`config.mk`:
```
export PLATFORM = sky130hd
export DESIGN_NAME = resp_command_deframer_unit
export DESIGN_NICKNAME = d
export VERILOG_FILES = /design/src/hw/rtl/rcd_pkg.sv /design/src/hw/rtl/resp_command_deframer_unit.sv /design/src/hw/rtl/rcd_len_unit.sv /design/src/hw/rtl/rcd_cfg_regs.sv /design/src/hw/rtl/rcd_parser.sv
export SDC_FILE = /design/constraint.sdc
export NUM_CORES = 1
export LEC_CHECK = 0
export ABC_AREA = 0
export BUFFER_PORTS_ARGS = -buffer_cell sky130_fd_sc_hd__buf_2
export CORE_MARGIN = 3
export CORE_UTILIZATION = 53
export DETAILED_ROUTE_END_ITERATION = 10
export PLACE_DENSITY = 0.82
export SLEW_MARGIN = 20
export SYNTH_ARGS = -nofsm -noshare
export SYNTH_HDL_FRONTEND = slang
export SYNTH_SLANG_ARGS = --single-unit
```
`constraint.sdc`:
```
create_clock -name clk -period 5.4 [get_ports clk]
set_clock_uncertainty 0.05 [all_clocks]
set_input_delay 1.08 -clock clk [delete_from_list [all_inputs] [get_ports clk]]
set_output_delay 1.08 -clock clk [all_outputs]
set_load 0.02 [all_outputs]
```
`src/hw/rtl/rcd_pkg.sv`:
```
// ----------------------------------------------------------------------------
// rcd_pkg
// shared types, widths and codes for the command deframer
// ----------------------------------------------------------------------------
package rcd_pkg;

    localparam int LENGTH_BITS   = 32;
    localparam int COUNT_BITS    = 16;
    localparam int ACC_BITS      = 33;
    localparam int WIDE_BITS     = ACC_BITS + 4;
    localparam int ELEM_NUM_BITS = 16;
    localparam int CFG_IDX_BITS  = 8;
    localparam int CFG_DATA_BITS = 32;
    localparam int OUT_DATA_BITS = 32;

    localparam logic [7:0] CH_PLUS   = 8'h2B;
    localparam logic [7:0] CH_DOLLAR = 8'h24;
    localparam logic [7:0] CH_STAR   = 8'h2A;
    localparam logic [7:0] CH_CR     = 8'h0D;
    localparam logic [7:0] CH_MINUS  = 8'h2D;
    localparam logic [7:0] CH_ZERO   = 8'h30;
    localparam logic [7:0] CH_NINE   = 8'h39;

    localparam logic [CFG_IDX_BITS-1:0] CFG_MAX_BULK  = 8'd0;
    localparam logic [CFG_IDX_BITS-1:0] CFG_MAX_COUNT = 8'd1;

    localparam logic [31:0] MAX_BULK_RESET  = 32'd536870912;
    localparam logic [15:0] MAX_COUNT_RESET = 16'hFFFF;

    typedef enum logic [2:0] {
        ERR_NONE       = 3'd0,
        ERR_PREFIX     = 3'd1,
        ERR_NO_DIGITS  = 3'd2,
        ERR_NEGATIVE   = 3'd3,
        ERR_TOO_LARGE  = 3'd4,
        ERR_ELEM_TYPE  = 3'd5
    } err_t;

    typedef struct packed {
        logic stop;
        logic digit;
        logic neg;
    } len_flags_t;

    typedef struct packed {
        logic fail;
        err_t err;
        logic is_zero;
    } len_judge_t;

    typedef struct packed {
        logic [7:0]               out_byte;
        logic                     byte_valid;
        logic                     element_end;
        logic                     command_end;
        logic [ELEM_NUM_BITS-1:0] element_number;
        err_t                     error_code;
    } res_t;

endpackage

```
`src/hw/rtl/resp_command_deframer_unit.sv`:
```
// ----------------------------------------------------------------------------
// resp_command_deframer_unit
// byte-serial deframer for simple strings, bulk strings and string arrays
// ----------------------------------------------------------------------------
// usage
//   s_axis carries one protocol byte per transaction in tdata[7:0]
//   m_axis carries zero or one result per input byte: a payload byte
//   (tuser[0]), an element end marker (tuser[1]) or an error code; tlast
//   marks the end of a whole command
//   the cfg channel writes the bulk length limit (index 0) and the array
//   count limit (index 1); it is always ready; the user must write it only
//   while idle (unenforced); a result appears in the cycle after its byte
//   throughput: one byte per cycle, set by the single parse state update
//   the result register holds while m_axis_tready is low; s_axis_tready
//   stays high as long as the result register is empty or being drained
//   reset returns the parser to expecting a top-level prefix and restores
//   the default limits; no clearing pass is needed
// ----------------------------------------------------------------------------
module resp_command_deframer_unit
    import rcd_pkg::*;
(
    input  logic                     clk,
    input  logic                     rst_n,
    input  logic                     s_axis_tvalid,
    output logic                     s_axis_tready,
    input  logic [7:0]               s_axis_tdata,   // in_byte
    output logic                     m_axis_tvalid,
    input  logic                     m_axis_tready,
    output logic [OUT_DATA_BITS-1:0] m_axis_tdata,   // out_byte, element_number, error_code
    output logic [1:0]               m_axis_tuser,   // byte_valid, element_end
    output logic                     m_axis_tlast,   // command_end
    input  logic                     cfg_valid,
    output logic                     cfg_ready,
    input  logic [CFG_IDX_BITS-1:0]  cfg_index,
    input  logic [CFG_DATA_BITS-1:0] cfg_data
);

    logic [31:0] max_bulk;
    logic [15:0] max_count;
    res_t        res;

    rcd_cfg_regs u_cfg (
        .clk       (clk),
        .rst_n     (rst_n),
        .cfg_valid (cfg_valid),
        .cfg_ready (cfg_ready),
        .cfg_index (cfg_index),
        .cfg_data  (cfg_data),
        .max_bulk  (max_bulk),
        .max_count (max_count)
    );

    rcd_parser u_parser (
        .clk       (clk),
        .rst_n     (rst_n),
        .in_valid  (s_axis_tvalid),
        .in_ready  (s_axis_tready),
        .in_byte   (s_axis_tdata),
        .out_valid (m_axis_tvalid),
        .out_ready (m_axis_tready),
        .out_res   (res),
        .max_bulk  (max_bulk),
        .max_count (max_count)
    );

    assign m_axis_tdata = OUT_DATA_BITS'({res.error_code, res.element_number, res.out_byte});
    assign m_axis_tuser = {res.element_end, res.byte_valid};
    assign m_axis_tlast = res.command_end;

endmodule

```
`src/hw/rtl/rcd_len_unit.sv`:
```
// ----------------------------------------------------------------------------
// rcd_len_unit
// decimal length line: digit accumulation with saturation and final checks
// ----------------------------------------------------------------------------
module rcd_len_unit
    import rcd_pkg::*;
(
    input  logic [ACC_BITS-1:0] acc,
    input  len_flags_t          flags,
    input  logic [7:0]          in_byte,
    input  logic                to_array,
    input  logic [31:0]         max_bulk,
    input  logic [15:0]         max_count,
    output logic [ACC_BITS-1:0] acc_step,
    output len_flags_t          flags_step,
    output len_judge_t          judge
);

    logic [WIDE_BITS-1:0] wide;
    logic [3:0]           digit;
    logic                 is_digit;

    assign is_digit = (in_byte inside {[CH_ZERO:CH_NINE]});
    assign digit    = 4'(in_byte - CH_ZERO);
    assign wide     = ({4'b0, acc} << 3) + ({4'b0, acc} << 1) + WIDE_BITS'(digit);

    // one character of the length line
    always_comb
    begin
        acc_step   = acc;
        flags_step = flags;
        if (!flags.stop)
        begin
            if (is_digit)
            begin
                flags_step.digit = 1'b1;
                if (wide[WIDE_BITS-1:ACC_BITS] != '0)
                    acc_step = '1;
                else
                    acc_step = wide[ACC_BITS-1:0];
            end
            else
            begin
                flags_step.stop = 1'b1;
            end
        end
    end

    // judgement after the line terminator
    always_comb
    begin
        judge.fail    = 1'b0;
        judge.err     = ERR_NONE;
        judge.is_zero = (acc == '0);
        if (!flags.digit)
        begin
            judge.fail = 1'b1;
            judge.err  = ERR_NO_DIGITS;
        end
        else if (flags.neg && !judge.is_zero)
        begin
            judge.fail = 1'b1;
            judge.err  = ERR_NEGATIVE;
        end
        else if (!to_array)
        begin
            if ((acc > ACC_BITS'(max_bulk)) || ((acc >> LENGTH_BITS) != '0))
            begin
                judge.fail = 1'b1;
                judge.err  = ERR_TOO_LARGE;
            end
        end
        else
        begin
            if ((acc > ACC_BITS'(max_count)) || ((acc >> COUNT_BITS) != '0))
            begin
                judge.fail = 1'b1;
                judge.err  = ERR_TOO_LARGE;
            end
        end
    end

endmodule

```
`src/hw/rtl/rcd_cfg_regs.sv`:
```
// ----------------------------------------------------------------------------
// rcd_cfg_regs
// configuration registers for the length limits
// ----------------------------------------------------------------------------
module rcd_cfg_regs
    import rcd_pkg::*;
(
    input  logic                     clk,
    input  logic                     rst_n,
    input  logic                     cfg_valid,
    output logic                     cfg_ready,
    input  logic [CFG_IDX_BITS-1:0]  cfg_index,
    input  logic [CFG_DATA_BITS-1:0] cfg_data,
    output logic [31:0]              max_bulk,
    output logic [15:0]              max_count
);

    logic [31:0] max_bulk_reg;
    logic [15:0] max_count_reg;

    assign cfg_ready = 1'b1;
    assign max_bulk  = max_bulk_reg;
    assign max_count = max_count_reg;

    always_ff @(posedge clk or negedge rst_n)
    begin
        if (!rst_n)
        begin
            max_bulk_reg  <= MAX_BULK_RESET;
            max_count_reg <= MAX_COUNT_RESET;
        end
        else if (cfg_valid && cfg_ready)
        begin
            case (cfg_index)
                CFG_MAX_BULK:  max_bulk_reg  <= 32'(cfg_data);
                CFG_MAX_COUNT: max_count_reg <= 16'(cfg_data);
                default:       ;
            endcase
        end
    end

endmodule

```
`src/hw/rtl/rcd_parser.sv`:
```
// ----------------------------------------------------------------------------
// rcd_parser
// per-byte parse state machine with the result register
// ----------------------------------------------------------------------------
module rcd_parser
    import rcd_pkg::*;
(
    input  logic        clk,
    input  logic        rst_n,
    input  logic        in_valid,
    output logic        in_ready,
    input  logic [7:0]  in_byte,
    output logic        out_valid,
    input  logic        out_ready,
    output res_t        out_res,
    input  logic [31:0] max_bulk,
    input  logic [15:0] max_count
);

    typedef enum logic [3:0] {
        PH_PREFIX,
        PH_SIMPLE,
        PH_LEN_START,
        PH_LEN_BODY,
        PH_LEN_LF,
        PH_BULK,
        PH_BULK_TAIL,
        PH_SKIP,
        PH_ELEM_PREFIX
    } phase_t;

    phase_t                  phase_reg, phase_next;
    logic [ACC_BITS-1:0]     acc_reg, acc_next;
    len_flags_t              flags_reg, flags_next;
    logic [LENGTH_BITS-1:0]  payload_reg, payload_next;
    logic [COUNT_BITS-1:0]   elems_reg, elems_next;
    logic [COUNT_BITS-1:0]   count_reg, count_next;
    logic                    in_array_reg, in_array_next;
    logic                    to_array_reg, to_array_next;
    logic                    res_valid_reg, res_valid_next;
    res_t                    res_reg, res_next;

    logic [ACC_BITS-1:0]     acc_step;
    len_flags_t              flags_step;
    len_judge_t              judge;
    logic                    accept;
    logic                    emit;
    res_t                    res_calc;

    rcd_len_unit u_len (
        .acc        (acc_reg),
        .flags      (flags_reg),
        .in_byte    (in_byte),
        .to_array   (to_array_reg),
        .max_bulk   (max_bulk),
        .max_count  (max_count),
        .acc_step   (acc_step),
        .flags_step (flags_step),
        .judge      (judge)
    );

    assign in_ready  = !res_valid_reg || out_ready;
    assign accept    = in_valid && in_ready;
    assign out_valid = res_valid_reg;
    assign out_res   = res_reg;

    always_comb
    begin
        phase_next    = phase_reg;
        acc_next      = acc_reg;
        flags_next    = flags_reg;
        payload_next  = payload_reg;
        elems_next    = elems_reg;
        count_next    = count_reg;
        in_array_next = in_array_reg;
        to_array_next = to_array_reg;
        emit          = 1'b0;
        res_calc      = '0;
        res_calc.element_number = ELEM_NUM_BITS'(count_reg);

        case (phase_reg)
            PH_PREFIX:
            begin
                in_array_next = 1'b0;
                count_next    = '0;
                res_calc.element_number = '0;
                if (in_byte == CH_PLUS)
                    phase_next = PH_SIMPLE;
                else if (in_byte inside {CH_DOLLAR, CH_STAR})
                begin
                    to_array_next = (in_byte == CH_STAR);
                    acc_next      = '0;
                    flags_next    = '0;
                    phase_next    = PH_LEN_START;
                end
                else
                begin
                    emit                = 1'b1;
                    res_calc.error_code = ERR_PREFIX;
                    phase_next          = PH_PREFIX;
                    elems_next          = '0;
                end
            end
            PH_ELEM_PREFIX:
            begin
                if (in_byte == CH_PLUS)
                    phase_next = PH_SIMPLE;
                else if (in_byte == CH_DOLLAR)
                begin
                    to_array_next = 1'b0;
                    acc_next      = '0;
                    flags_next    = '0;
                    phase_next    = PH_LEN_START;
                end
                else
                begin
                    emit                = 1'b1;
                    res_calc.error_code = ERR_ELEM_TYPE;
                    phase_next          = PH_PREFIX;
                    in_array_next       = 1'b0;
                    elems_next          = '0;
                    count_next          = '0;
                end
            end
            PH_SIMPLE, PH_BULK_TAIL:
            begin
                if (phase_reg == PH_SIMPLE && in_byte != CH_CR)
                begin
                    emit                = 1'b1;
                    res_calc.out_byte   = in_byte;
                    res_calc.byte_valid = 1'b1;
                end
                else
                begin
                    // end of string element
                    emit                 = 1'b1;
                    res_calc.element_end = 1'b1;
                    res_calc.command_end = 1'b1;
                    phase_next           = PH_SKIP;
                    if (in_array_reg)
                    begin
                        elems_next = elems_reg - 1'b1;
                        count_next = count_reg + 1'b1;
                        if (elems_next != '0)
                            res_calc.command_end = 1'b0;
                        else
                        begin
                            in_array_next = 1'b0;
                            count_next    = '0;
                        end
                    end
                end
            end
            PH_LEN_START:
            begin
                phase_next = PH_LEN_BODY;
                if (in_byte == CH_CR)
                    phase_next = PH_LEN_LF;
                else if (in_byte == CH_MINUS)
                    flags_next.neg = 1'b1;
                else if (in_byte != CH_PLUS)
                begin
                    acc_next   = acc_step;
                    flags_next = flags_step;
                end
            end
            PH_LEN_BODY:
            begin
                if (in_byte == CH_CR)
                    phase_next = PH_LEN_LF;
                else
                begin
                    acc_next   = acc_step;
                    flags_next = flags_step;
                end
            end
            PH_LEN_LF:
            begin
                if (judge.fail)
                begin
                    emit                = 1'b1;
                    res_calc.error_code = judge.err;
                    phase_next          = PH_PREFIX;
                    in_array_next       = 1'b0;
                    elems_next          = '0;
                    count_next          = '0;
                end
                else if (!to_array_reg)
                begin
                    payload_next = LENGTH_BITS'(acc_reg);
                    phase_next   = judge.is_zero ? PH_BULK_TAIL : PH_BULK;
                end
                else
                begin
                    count_next = '0;
                    res_calc.element_number = '0;
                    if (judge.is_zero)
                    begin
                        // empty array ends the command at once
                        emit                 = 1'b1;
                        res_calc.command_end = 1'b1;
                        phase_next           = PH_PREFIX;
                    end
                    else
                    begin
                        elems_next    = COUNT_BITS'(acc_reg);
                        in_array_next = 1'b1;
                        phase_next    = PH_ELEM_PREFIX;
                    end
                end
            end
            PH_BULK:
            begin
                payload_next = payload_reg - 1'b1;
                if (payload_next == '0)
                    phase_next = PH_BULK_TAIL;
                emit                = 1'b1;
                res_calc.out_byte   = in_byte;
                res_calc.byte_valid = 1'b1;
            end
            PH_SKIP:
            begin
                phase_next = in_array_reg ? PH_ELEM_PREFIX : PH_PREFIX;
            end
            default:
            begin
                phase_next = PH_PREFIX;
            end
        endcase
    end

    always_comb
    begin
        res_valid_next = res_valid_reg;
        res_next       = res_reg;
        if (accept)
        begin
            res_valid_next = emit;
            if (emit)
                res_next = res_calc;
        end
        else if (out_ready)
        begin
            res_valid_next = 1'b0;
        end
    end

    always_ff @(posedge clk or negedge rst_n)
    begin
        if (!rst_n)
        begin
            phase_reg     <= PH_PREFIX;
            acc_reg       <= '0;
            flags_reg     <= '0;
            payload_reg   <= '0;
            elems_reg     <= '0;
            count_reg     <= '0;
            in_array_reg  <= 1'b0;
            to_array_reg  <= 1'b0;
            res_valid_reg <= 1'b0;
            res_reg       <= '0;
        end
        else
        begin
            if (accept)
            begin
                phase_reg    <= phase_next;
                acc_reg      <= acc_next;
                flags_reg    <= flags_next;
                payload_reg  <= payload_next;
                elems_reg    <= elems_next;
                count_reg    <= count_next;
                in_array_reg <= in_array_next;
                to_array_reg <= to_array_next;
            end
            res_valid_reg <= res_valid_next;
            res_reg       <= res_next;
        end
    end

endmodule
```
==> results.md <==
- Number of vias per cell: 6.44
- # rows: 57
- Die Ht: 165 µm
- Largest net degree at the start of global routing: 110
- Routed WL per cell: between 15 and 20 µm
- Layout cells sized above 1: 12.9%
- Total number of yosys warnings: 0
- WL final: 36200 µm
- Register area share after synthesis: 34.7%
- NumNets Final: 1751
- Die width: 165 µm
- CTS max path bufs: 2
- All-Layer GR Usage: between 20% and 30%
- Commonest non-fill, non-tap cell in the layout: o21ai_0
- Worst slew pin tran: 1.00 ns
- Inserted Diodes: 0
- Pre-antenna DRT Iters: 6
- Min-delay worst type: register to register
- DIE AREA: 0.0272 mm²
- Synth cell types: 96
- Final Hold Vio Count: 0
- GPL Wtd Cong: 0.948
- Largest register FFs: 33
- Crit path arrival time: 4.54 ns
- Postcts setup bufs: 0
- Most frequent cells in the layout: o21ai_0 (183), dfrtp_1 (168), a21oi_1 (129), nand2_1 (129), ha_1 (118)
- Net switching power: 0.00284 W
- Detailed-route via count: 12337
- IR Drop Worst-Case VDD: between 0.2 and 0.25 mV
- Comb pwr share: 43.9%
- Synthesis-to-layout area growth: 9.19%
- Initial antenna violation count: 0
- FF+latch count, synth: 185
- Fin Setup TNS: 0 ns
- # hold bufs at CTS: 0
- I/O Buffers: between 80 and 90
- Critical Path RT: 5.69 ns
- Io pins: 91
- Async S/R FF share, synth: 100%
- Max-cap violations: 0
- DRC: 0
- WS Path Type: input pin to register
- CP Max Fanout: 33
- Switching Share: 46.1%
- Synth Cell Area: 0.0134 mm²
- Final ANT Viol Nets: 0
- Leak pwr: 6.80 nW
- Slew headroom: 32.9%
- Outcome: completed
- Top_reg_cell synth: dfrtp_1
- Worst skew pair latency: 0.46 ns
- CP Launch Type: input pin
- Final Slew Violations: 0
- Clock root cell: clkbuf_16
- Area of the multi-input gates: 0.00812 mm²
- 1st-iter DRT viols: about 1400
- Pwr Density: 421 mW/mm²
- Core ar.: roughly 0.025 mm²
- CTS tree: yes
- Register share of total power: 34.8%
- Fin crit share: 78.7%
- Fillers: about 2100
- Clock power frac: about a fifth
- CTS Buf Count: 17
- Syn_area_per_cell: 8.71 µm²
- Sequential Area: approximately 0.0047 mm²
- RSZ-0062 raised after global routing: no
- H-tree depth: 4
- Fmax: around 240 MHz
- HPWL reported at the end of detailed placement: 25200 µm
- Post-layout min period: 4.25 ns
- Clk sink count: between 150 and 200
- Post-synth EDFFs: 0
- Initial Util: 54.5%
- First-pass GRT wire length: 59200 µm
- Int Pwr: approximately 0.0033 W
- CTS resizes: 0
- Synthesized instance count: approximately 1500
- # setup viols final: 0
- GR Overflow Total: 0
- CTS clk-pin slew, worst paths: 0.09 ns
- Critical Path End Type: register
- Power consumption: 0.00616 W
- Vias in the first global route: 11854
## synth_stat cells (11+ instances only)
library cell	n	area share, %
o21ai_0	183	6.8
xor2_1	14	0.92
a211oi_1	16	0.90
xnor2_1	21	1.4
nand2b_1	19	0.89
nand3_1	27	1.0
a21o_1	23	1.3
nor2_1	89	2.5
a22oi_1	11	0.62
dfrtp_1	168	31
or3_1	11	0.51
o211ai_1	11	0.62
inv_1	80	2.2
o22ai_1	13	0.61
a21oi_1	130	4.9
clkbuf_1	60	1.7
mux2_2	19	1.6
nand4_1	30	1.4
ha_1	118	11
o21a_1	11	0.62
nand2_1	130	3.6
a22o_1	17	1.1
a31oi_1	11	0.51
nor3_1	53	2.0
dfstp_2	17	3.3
o21ba_1	30	2.2
nor4_1	22	1.0
## cell families (layout without fill, tap and decap cells)
family                     count (synthesis)  in the layout  synth area share [%]
AOI/OAI and AO/OA                        547            547                  26.4
and+or+nand+nor                          459            459                  17.7
DFF                                      185            185                  34.7
buffers and inverters                    161            209                  4.98
adders and majority gates                120            120                  11.3
xor gates and xnor gates                  35             35                  2.29
muxes                                     30             30                  2.57
other                                      2              6                0.0561
## layout make-up
class	instances	area share, %
multi-input combinational	1197	55.5
sequential	185	31.8
timing repair buffer	97	3.69
clock buffer	17	2.91
tap	324	2.77
inverter	80	2.05
clock inverter	15	1.31
## power groups by stage
stage,combinational (W),sequential [W],clock (W)
final,0.00270,0.00214,0.00131
after global routing,0.00300,0.00218,0.00138
after CTS,0.00265,0.00212,0.00132
after detailed placement,0.00262,0.00215,0
after global placement,0.00254,0.00214,0
after floorplan,0.00201,0.00202,0
## per-layer routing
layer	share of wire [%]	global-route usage (%)	vias up
li1	-	-	5773
met5	0	0	-
met4	4.6	12.6	0
met1	43	35.8	5895
met2	46	42.6	536
met3	6.6	4.29	133
## worst paths after layout
path | startpoint | endpoint | slack (ns) | cells after the start
worst max register to register | u_parser.acc_reg[2]$_DFFE_PN0P_ | u_parser.acc_reg[0]$_DFFE_PN0P_ | 1.27 | 10
worst min-delay path | u_parser.out_res[28]$_DFFE_PN0P_ | u_parser.out_res[28]$_DFFE_PN0P_ | 0.44 | 2
max in group asynchronous | rst_n | u_parser.payload_reg[13]$_DFFE_PN0P_ | 3.53 | 2
min in group asynchronous | rst_n | u_cfg.max_bulk[8]$_DFFE_PN0P_ | 0.71 | 1
worst max-delay path | s_axis_tdata[3] | u_parser.acc_reg[0]$_DFFE_PN0P_ | 1.15 | 11
worst min register to register | u_parser.out_res[28]$_DFFE_PN0P_ | u_parser.out_res[28]$_DFFE_PN0P_ | 0.44 | 2
## critical path, cell delays in order
cell	delay (ns)
buf_2	0.16
fa_1	0.55
fa_1	0.49
a211o_1	0.31
a211oi_1	0.37
o21a_1	0.28
o21a_1	0.23
o21ai_0	0.15
a21boi_2	0.20
o211ai_4	0.35
o22a_1	0.35
## through the flow
stage | hold slack (ns) | utilization [%] | cells | area [µm²] | setup slack (ns)
2_1_floorplan | 0.416 | - | 1543 | 13400 | 1.49
3_3_place_gp | 0.411 | 56.8 | 1882 | 14000 | 0.943
3_5_place_dp | 0.425 | 56.8 | 1882 | 14000 | 0.844
4_1_cts | 0.445 | 59.4 | 1914 | 14600 | 1.23
5_1_grt | 0.465 | 59.5 | 1915 | 14600 | 0.941
6_report | 0.442 | 59.5 | 1915 | 14600 | 1.15
Note: power is estimated with default switching activity, not from simulation.
